`config.mk`:
```
export PLATFORM = sky130hd
export DESIGN_NAME = circle_coverage_counter
export DESIGN_NICKNAME = d
export VERILOG_FILES = /design/src/sv/ccc_pkg.sv /design/src/sv/circle_coverage_counter.sv
export SDC_FILE = /design/constraint.sdc
export NUM_CORES = 2
export LEC_CHECK = 0
export BUFFER_PORTS_ARGS = -buffer_cell sky130_fd_sc_hd__buf_4
export CORE_MARGIN = 5
export CORE_UTILIZATION = 59
export DETAILED_ROUTE_END_ITERATION = 6
export PLACE_DENSITY = 0.8
export SLEW_MARGIN = 25
export SYNTH_ARGS = -nofsm -noshare
export SYNTH_HDL_FRONTEND = slang
export SYNTH_SLANG_ARGS = --single-unit
```
`constraint.sdc`:
```
create_clock -name clock -period 30.6 [get_ports clock]
set_input_delay 3.06 -clock clock [delete_from_list [all_inputs] [get_ports clock]]
set_output_delay 3.06 -clock clock [all_outputs]
set_load 0.01 [all_outputs]
```
`src/sv/ccc_pkg.sv`:
```
// ----------------------------------------------------------------------------
// ccc_pkg: shared types and constants for the circle coverage counter
// Store depths, coordinate widths, command codes, sequencer states and the
// helpers that narrow incoming coordinates and saturate the reported counts.
// ----------------------------------------------------------------------------
`default_nettype none

package ccc_pkg;

   localparam int MAX_CIRCLES = 16;
   localparam int MAX_POINTS  = 16;
   localparam int COORD_BITS  = 16;

   // field widths of the stream items
   localparam int FIELD_W = 16;
   localparam int CMD_W   = 2;
   localparam int RES_W   = 5;
   localparam int REQ_W   = 3 * FIELD_W;
   localparam int RSP_W   = 16;

   // coordinates are taken from the low EFF_BITS bits of each field
   localparam int EFF_BITS = (COORD_BITS < FIELD_W) ? COORD_BITS : FIELD_W;
   localparam int DIFF_W   = FIELD_W + 1;
   localparam int SQ_W     = 2 * DIFF_W;
   localparam int SUM_W    = SQ_W + 1;

   localparam int CIR_IDX_W = (MAX_CIRCLES > 1) ? $clog2(MAX_CIRCLES) : 1;
   localparam int PNT_IDX_W = (MAX_POINTS > 1) ? $clog2(MAX_POINTS) : 1;
   localparam int CIR_CNT_W = $clog2(MAX_CIRCLES + 1);
   localparam int PNT_CNT_W = $clog2(MAX_POINTS + 1);
   localparam int CNT_W     = (CIR_CNT_W > PNT_CNT_W) ? CIR_CNT_W : PNT_CNT_W;

   localparam int COUNT_MAX = (1 << RES_W) - 1;

   typedef enum logic [CMD_W-1:0] {
      CMD_LOAD_CIRCLE = 2'd0,
      CMD_LOAD_POINT  = 2'd1,
      CMD_COMPUTE     = 2'd2,
      CMD_CLEAR       = 2'd3
   } cmd_type;

   typedef enum logic [2:0] {
      ST_IDLE,
      ST_RSQ,
      ST_SQX,
      ST_SQY,
      ST_CMP,
      ST_SWEEP,
      ST_FINISH
   } state_type;

   // sign-extend the low EFF_BITS bits of a field
   function automatic logic signed [FIELD_W-1:0] coord_of(input logic [FIELD_W-1:0] raw);
      logic signed [EFF_BITS-1:0] low;
      low = raw[EFF_BITS-1:0];
      return FIELD_W'(low);
   endfunction

   // zero-extend the low EFF_BITS bits of a field
   function automatic logic [FIELD_W-1:0] radius_of(input logic [FIELD_W-1:0] raw);
      logic [EFF_BITS-1:0] low;
      low = raw[EFF_BITS-1:0];
      return FIELD_W'(low);
   endfunction

   function automatic logic [RES_W-1:0] sat_count(input logic [CNT_W-1:0] n);
      if (32'(n) > COUNT_MAX) begin
         return RES_W'(COUNT_MAX);
      end
      return RES_W'(n);
   endfunction

endpackage

`default_nettype wire

```
`src/sv/circle_coverage_counter.sv`:
```
// ----------------------------------------------------------------------------
// circle_coverage_counter: point-in-circle coverage counts
// Loads circles and points into small register stores; a compute command
// tests every circle/point pair on one shared squaring multiplier.
// ----------------------------------------------------------------------------
// Load and clear commands give no result. A compute makes one r*r pass per
// circle and, per circle/point pair, two squaring passes and a compare, then
// a sweep over the points for the outside count. One item at a time is taken.
// The result waits in an output register; loads are taken while it waits.
// Reset (synchronous) empties both stores, clears the drop flag and the output.
`default_nettype none

module circle_coverage_counter (
   input  wire logic                        clock,
   input  wire logic                        reset,
   // req_tdata: coord_x [15:0], coord_y [31:16], circle_radius [47:32]
   input  wire logic [ccc_pkg::REQ_W-1:0]   req_tdata,
   // req_tuser: command [1:0]
   input  wire logic [ccc_pkg::CMD_W-1:0]   req_tuser,
   input  wire logic                        req_tvalid,
   output logic                             req_tready,
   // rsp_tdata: points_outside [4:0], circles_hit [9:5], max_points [14:10],
   //            overflow [15]
   output logic [ccc_pkg::RSP_W-1:0]        rsp_tdata,
   output logic                             rsp_tvalid,
   input  wire logic                        rsp_tready
);
   import ccc_pkg::*;

   // stores
   logic signed [FIELD_W-1:0] cx_mem [MAX_CIRCLES];
   logic signed [FIELD_W-1:0] cy_mem [MAX_CIRCLES];
   logic        [FIELD_W-1:0] cr_mem [MAX_CIRCLES];
   logic signed [FIELD_W-1:0] px_mem [MAX_POINTS];
   logic signed [FIELD_W-1:0] py_mem [MAX_POINTS];

   logic [CIR_CNT_W-1:0] circle_total_ff, circle_total_in;
   logic [PNT_CNT_W-1:0] point_total_ff, point_total_in;
   logic                 dropped_ff, dropped_in;

   state_type state_ff, state_in;

   logic [CIR_CNT_W-1:0]  ci_ff, ci_in;
   logic [PNT_CNT_W-1:0]  pi_ff, pi_in;
   logic [MAX_POINTS-1:0] covered_ff, covered_in;
   logic [CNT_W-1:0]      n_ff, n_in;
   logic [CNT_W-1:0]      hit_ff, hit_in;
   logic [CNT_W-1:0]      best_ff, best_in;
   logic [CNT_W-1:0]      outside_ff, outside_in;
   logic [SQ_W-1:0]       prod_ff, prod_in;
   logic [SQ_W-1:0]       d2_ff, d2_in;
   logic [SQ_W-1:0]       rsq_ff, rsq_in;

   logic                  rsp_valid_ff, rsp_valid_in;
   logic [RSP_W-1:0]      rsp_data_ff, rsp_data_in;

   logic                   req_fire;
   cmd_type                cmd;
   logic [FIELD_W-1:0]     in_x, in_y, in_r;
   logic [CIR_IDX_W-1:0]   cidx;
   logic [PNT_IDX_W-1:0]   pidx;
   logic signed [DIFF_W-1:0]   mul_op;
   logic signed [2*DIFF_W-1:0] mul_full;
   logic [SUM_W-1:0]       d2_sum;
   logic                   is_inside;
   logic                   last_point, last_circle;
   logic [CNT_W-1:0]       n_final;
   logic                   out_free;

   assign req_tready = (state_ff == ST_IDLE);
   assign req_fire   = req_tvalid && req_tready;
   assign cmd        = cmd_type'(req_tuser);
   assign in_x       = req_tdata[FIELD_W-1:0];
   assign in_y       = req_tdata[2*FIELD_W-1:FIELD_W];
   assign in_r       = req_tdata[3*FIELD_W-1:2*FIELD_W];

   assign cidx = ci_ff[CIR_IDX_W-1:0];
   assign pidx = pi_ff[PNT_IDX_W-1:0];

   assign rsp_tvalid = rsp_valid_ff;
   assign rsp_tdata  = rsp_data_ff;
   assign out_free   = !rsp_valid_ff || rsp_tready;

   // shared squaring unit: dx, dy or the radius, by state
   always_comb begin
      case (state_ff)
         ST_RSQ:  mul_op = $signed({1'b0, cr_mem[cidx]});
         ST_SQX:  mul_op = DIFF_W'(px_mem[pidx]) - DIFF_W'(cx_mem[cidx]);
         ST_SQY:  mul_op = DIFF_W'(py_mem[pidx]) - DIFF_W'(cy_mem[cidx]);
         default: mul_op = '0;
      endcase
      mul_full = mul_op * mul_op;
   end

   assign d2_sum      = SUM_W'(d2_ff) + SUM_W'(prod_ff);
   assign is_inside   = d2_sum <= SUM_W'(rsq_ff);
   assign last_point  = (PNT_CNT_W'(pi_ff + 1'b1) == point_total_ff);
   assign last_circle = (CIR_CNT_W'(ci_ff + 1'b1) == circle_total_ff);
   assign n_final     = n_ff + CNT_W'(is_inside);

   // next state
   always_comb begin
      state_in = state_ff;
      case (state_ff)
         ST_IDLE: begin
            if (req_fire && cmd == CMD_COMPUTE) begin
               if (circle_total_ff == '0 || point_total_ff == '0) begin
                  state_in = ST_SWEEP;
               end else begin
                  state_in = ST_RSQ;
               end
            end
         end
         ST_RSQ:  state_in = ST_SQX;
         ST_SQX:  state_in = ST_SQY;
         ST_SQY:  state_in = ST_CMP;
         ST_CMP: begin
            if (!last_point) begin
               state_in = ST_SQX;
            end else if (last_circle) begin
               state_in = ST_SWEEP;
            end else begin
               state_in = ST_RSQ;
            end
         end
         ST_SWEEP: begin
            if (pi_ff == point_total_ff) begin
               state_in = ST_FINISH;
            end
         end
         ST_FINISH: begin
            if (out_free) begin
               state_in = ST_IDLE;
            end
         end
         default: state_in = ST_IDLE;
      endcase
   end

   // datapath and control outputs
   always_comb begin
      circle_total_in = circle_total_ff;
      point_total_in  = point_total_ff;
      dropped_in      = dropped_ff;
      ci_in           = ci_ff;
      pi_in           = pi_ff;
      covered_in      = covered_ff;
      n_in            = n_ff;
      hit_in          = hit_ff;
      best_in         = best_ff;
      outside_in      = outside_ff;
      prod_in         = prod_ff;
      d2_in           = d2_ff;
      rsq_in          = rsq_ff;
      rsp_valid_in    = rsp_valid_ff && !rsp_tready;
      rsp_data_in     = rsp_data_ff;
      case (state_ff)
         ST_IDLE: begin
            if (req_fire) begin
               case (cmd)
                  CMD_LOAD_CIRCLE: begin
                     if (32'(circle_total_ff) >= MAX_CIRCLES) begin
                        dropped_in = 1'b1;
                     end else begin
                        circle_total_in = circle_total_ff + 1'b1;
                     end
                  end
                  CMD_LOAD_POINT: begin
                     if (32'(point_total_ff) >= MAX_POINTS) begin
                        dropped_in = 1'b1;
                     end else begin
                        point_total_in = point_total_ff + 1'b1;
                     end
                  end
                  CMD_CLEAR: begin
                     circle_total_in = '0;
                     point_total_in  = '0;
                     dropped_in      = 1'b0;
                  end
                  CMD_COMPUTE: begin
                     ci_in      = '0;
                     pi_in      = '0;
                     covered_in = '0;
                     n_in       = '0;
                     hit_in     = '0;
                     best_in    = '0;
                     outside_in = '0;
                  end
                  default: ;
               endcase
            end
         end
         ST_RSQ: rsq_in = SQ_W'(mul_full);
         ST_SQX: prod_in = SQ_W'(mul_full);
         ST_SQY: begin
            d2_in   = prod_ff;
            prod_in = SQ_W'(mul_full);
         end
         ST_CMP: begin
            if (is_inside) begin
               covered_in[pidx] = 1'b1;
            end
            if (last_point) begin
               // close out this circle
               if (n_final != '0) begin
                  hit_in = hit_ff + 1'b1;
               end
               if (n_final > best_ff) begin
                  best_in = n_final;
               end
               n_in  = '0;
               pi_in = '0;
               ci_in = ci_ff + 1'b1;
            end else begin
               n_in  = n_final;
               pi_in = pi_ff + 1'b1;
            end
         end
         ST_SWEEP: begin
            // count points that no circle covered
            if (pi_ff != point_total_ff) begin
               if (!covered_ff[pidx]) begin
                  outside_in = outside_ff + 1'b1;
               end
               pi_in = pi_ff + 1'b1;
            end
         end
         ST_FINISH: begin
            if (out_free) begin
               rsp_valid_in = 1'b1;
               rsp_data_in  = {dropped_ff, sat_count(best_ff), sat_count(hit_ff),
                               sat_count(outside_ff)};
            end
         end
         default: ;
      endcase
   end

   // store writes
   always_ff @(posedge clock) begin
      if (req_fire && cmd == CMD_LOAD_CIRCLE && 32'(circle_total_ff) < MAX_CIRCLES) begin
         cx_mem[circle_total_ff[CIR_IDX_W-1:0]] <= coord_of(in_x);
         cy_mem[circle_total_ff[CIR_IDX_W-1:0]] <= coord_of(in_y);
         cr_mem[circle_total_ff[CIR_IDX_W-1:0]] <= radius_of(in_r);
      end
      if (req_fire && cmd == CMD_LOAD_POINT && 32'(point_total_ff) < MAX_POINTS) begin
         px_mem[point_total_ff[PNT_IDX_W-1:0]] <= coord_of(in_x);
         py_mem[point_total_ff[PNT_IDX_W-1:0]] <= coord_of(in_y);
      end
   end

   always_ff @(posedge clock) begin
      if (reset) begin
         state_ff        <= ST_IDLE;
         circle_total_ff <= '0;
         point_total_ff  <= '0;
         dropped_ff      <= 1'b0;
         rsp_valid_ff    <= 1'b0;
      end else begin
         state_ff        <= state_in;
         circle_total_ff <= circle_total_in;
         point_total_ff  <= point_total_in;
         dropped_ff      <= dropped_in;
         rsp_valid_ff    <= rsp_valid_in;
      end
   end

   always_ff @(posedge clock) begin
      ci_ff       <= ci_in;
      pi_ff       <= pi_in;
      covered_ff  <= covered_in;
      n_ff        <= n_in;
      hit_ff      <= hit_in;
      best_ff     <= best_in;
      outside_ff  <= outside_in;
      prod_ff     <= prod_in;
      d2_ff       <= d2_in;
      rsq_ff      <= rsq_in;
      rsp_data_ff <= rsp_data_in;
   end

endmodule

`default_nettype wire

```
==> summary by stage <==
Status
The flow ran to the end, and the final reports show no timing, DRC or antenna violations.

Synth
The async set or reset register ratio after synthesis is 0%. Summing the areas of all compound-gate instances in the mapped netlist gives 3.393% of the synthesized area. The post-synthesis share of cell area spent on and, or, nand and nor gates is 3.940%. Sequential elements use 63.08% of the synthesized area. The count of warnings emitted by yosys is 0. The cell count after synthesis came out at 4007. In the synthesized netlist, mux cells make up 13.25% of the area. The primary flip-flop cell chosen by synthesis mapping is edfxtp_1. The synthesized-area fraction occupied by adder cells is 11.54%.

The synthesized netlist devotes 1.529% of its cell area to XOR and XNOR gates. After synthesis the cells add up to 69330 sq um. After synthesis, the largest family of logic cells by area is multiplexers.

The count of cell types in the netlist is 83. The mean area per synthesized cell is 17.30 sq um. The synthesized design contains 1441 enable-type register cells.

In this run, synthesis produced a sequential element count of 1464. The synthesized net count is 4540.

Detailed routing
After detailed routing, the number of remaining DRC violations is 0. The number of DRC markers in iteration 0 is 4953. The detailed-route via count is 37538. The number of vias per cell is 6.474. In the final routed layout, each cell accounts on average for 30.27 um. For this run, the detailed router's first-pass iteration total came to 7. The detail route stage leaves a number of antenna-violating nets equal to 0. For this block, the routed nets add up to 175500 um of wire.

GRT
In the global route stage, met1 resource usage came out at 37.06%. The most used routing layer in global routing is met2. The first global-routing pass estimated 259300 um of wire. The number of antenna violations at the first check in global routing is 11. Global routing consumed, on the met2 layer, 46.30% of the routing resources. Entering global routing, the biggest net connects 60 pins. The via count of the first global-routing pass was 39192. The total routing resource utilization after global routing is 28.49%. For this run the aggregate overflow at the end of global routing stands at 0.

For met3 alone, demand over resource in global routing was 7.479%.

Die
The area inside the core boundary is 116500 sq um. The width of the chip is 352.8 um. In this run the vertical extent of the chip is 352.8 um. The die covers 124500 sq um. The number of top-level pins is 72.

In this run the core area contains 125 standard-cell rows. The initial core utilization is 59.50%.

Setup path
The critical path is of the flip-flop to flip-flop type. The number of buffers and inverters on the critical path is 9. STA classifies the critical path endpoint as a flip-flop. The worst setup path is launched from a flip-flop. At the worst endpoint, the required time is 31.06 ns. The highest-delay cell along the critical path is buf_4. In this design, the stage delay of the slowest critical-path cell is 0.84 ns.

Along the worst path, the maximum fanout reaches 44. The arrival time of data at the critical path endpoint is 13.00 ns. The cell family contributing the most delay on the critical path is adder cells.

Clocking
The CTS tree is built. The maximum count of clock buffers along a single path is 3. Buffers inserted during clock tree synthesis total 145.

After clock tree synthesis, the clock-pin slew on the worst setup and hold paths is 0.06 ns. The total of cells resized after clock tree synthesis is 0. The count of hold buffers inserted by post-cts repair is 0. Once the clock tree was built, the setup fixing pass inserted 0 buffers.

The clock latency of the later-clocked register in the worst-skew pair is 0.78 ns. The clock root buffer is clkbuf_16. In this run the number of H-tree levels came out at 4. The tree built by TritonCTS fans out to 1464 sinks.

Placement
Port buffering added 71 buffers. The congestion estimate from routability-driven global placement came to 0.9042. The detailed-placement wirelength estimate is 98890 um.

Final layout
Relative to the synthesized area, the layout overhead comes to 10.58%. Of the cells placed in the final design, the portion with a size suffix greater than 1 is 18.86%. The share of the core filled with cells is 65.80%.

In the layout the commonest cells are 1441 x edfxtp_1, 418 x inv_1, 391 x mux4_2. In the final design database the tool counted 4689 nets. The most common library cell in the layout ignoring fill and taps is edfxtp_1.

Flow run
The count of maximum capacitance violations is 0.

Power and ir drop
The analysis attributes to cell leakage a power of 27.35 nW. The largest voltage drop on the vdd net is 0.06944 mV. The power density relative to cell area is 71.19 nW/um^2.

STA
The achievable frequency is 79.76 MHz. The count of endpoints failing hold in the final timing report is 0. Counting I/O delays and the setup requirement, the final critical path takes 12.54 ns. The remaining max-slew budget at the tightest pin is 23.61%. The final count of pins violating max slew is 0.

Setup repair after global routing left no endpoint under its margin. Setup violations remaining at the end of the flow were counted as 0. The total negative setup slack is 0 ns.

For the pin with the worst max-slew slack, the measured transition is 1.146 ns. Dividing the final minimum period by the clock period gives 40.98%. The maximum clock skew at final layout is 0.06165 ns.

Worst hold path
The type of the tightest min-delay check is flip-flop to flip-flop.
==> final timing paths <==
| kind | from | endpoint | slack, ns | cells after the start |
|---|---|---|---|---|
| worst min-delay path | prod_ff[14] | d2_ff[14] | 0.44 | 0 |
| worst min register to register | prod_ff[14] | d2_ff[14] | 0.44 | 0 |
| worst max register to register | flip-flop | rsq_ff[33] | 18.06 | 38 |
| worst max-delay path | flip-flop | rsq_ff[33] | 18.06 | 38 |
==> state kept, by name, indices dropped and copies added (netlist names), named ones only <==
register and flops:
state_ff 3, cx_mem 256, covered_ff 16, prod_ff 33, cr_mem 256, d2_ff 33
pi_ff 5, py_mem 256, cy_mem 256, best_ff 5, dropped_ff 1, n_ff 5
circle_total_ff 5, rsq_ff 33, rsp_tdata 16, hit_ff 5, rsp_tvalid 1, px_mem 256
outside_ff 5, point_total_ff 5, ci_ff 5
==> Yosys cell counts, drive strengths merged, types with 4 or more instances <==
cell type / instances / area [sq um]
edfxtp: 1441 / 43270
inv: 426 / 1604
mux4: 402 / 9095
fa: 267 / 5345
nor2: 220 / 825.8
ha: 212 / 2653
nand2: 180 / 678.2
a21oi: 105 / 525.5
clkbuf: 84 / 315.3
xnor2: 83 / 727.0
buf: 58 / 325.3
o21ai: 56 / 284.0
a21o: 46 / 345.3
xor2: 38 / 332.8
nor3: 35 / 175.2
nand3: 33 / 165.2
nand2b: 27 / 168.9
and2: 26 / 165.2
o21a: 26 / 195.2
dfxtp: 23 / 460.4
a31oi: 22 / 137.6
nor2b: 21 / 131.4
nand4: 15 / 93.84
a211oi: 14 / 117.6
and3: 14 / 87.58
o31ai: 10 / 75.07
o21bai: 9 / 67.56
or3: 9 / 56.30
mux2i: 7 / 70.07
clkinv: 6 / 22.52
o211ai: 6 / 50.05
a211o: 5 / 43.79
a31o: 5 / 43.79
and4: 4 / 35.03
nor4: 4 / 25.02
o22ai: 4 / 25.02
or2: 4 / 25.02
==> stage by stage <==
stage | area, sq um | total power [W] | instances | hold WS, ns | setup slack (ns)
floorplan | 69330 | 0.003271 | 4007 | 0.4090 | 20.44
global placement | 71900 | 0.003641 | 5530 | 0.4401 | 18.53
detailed placement | 71930 | 0.003676 | 5531 | 0.4446 | 18.37
CTS | 76580 | 0.005447 | 5790 | 0.4287 | 18.12
global route | 76660 | 0.005652 | 5795 | 0.4512 | 17.36
finish | 76660 | 0.005458 | 5798 | 0.4429 | 18.06
==> worst register-to-register path: cells and delay by family (launching register included) <==
kind	cells	cell delay, ns
flip-flops	1	0.63
AO/OA/AOI/OAI	12	2.85
adder cells (fa/ha/maj)	9	4.06
buffers and inverters	9	2.09
multiplexers	2	1.08
AND/OR/NAND/NOR	4	1.19
XOR/XNOR	2	0.38
==> routing by layer <==
metal  routed length, um  vias to the layer above
met3               19710                      501
met2               84640                     2462
met5                  47                        -
li1                    -                    15470
met4                8951                        8
met1               62150                    19097
==> cells by family (layout without fill, tap and decap cells) <==
family / Yosys count / in the layout
AOI/OAI and AO/OA: 354 / 354
and+or+nand+nor: 604 / 604
adders and majority gates: 479 / 479
xor gates and xnor gates: 121 / 121
buffers and inverters: 574 / 835
DFF: 1464 / 1464
muxes: 411 / 411
other: 0 / 6
==> where the power goes <==
part	total, W	internal (W)	switching, W
Sequential	0.00229	0.00224	0.0000477
Clock	0.00175	0.000983	0.000770
Combinational	0.00142	0.000595	0.000822
Total	0.00546	0.00382	0.00164
==> final cells by class <==
type,instances,area (sq um)
Sequential cell,1464,43760
Timing Repair Buffer,144,1141
Multi-Input combinational cell,1969,23560
Inverter,432,1627
Fill cell,7312,39850
Clock buffer,183,3835
Tap cell,1524,1907
Antenna cell,6,15.01
Clock inverter,76,822.0
Power figures use the tool's default switching activity.
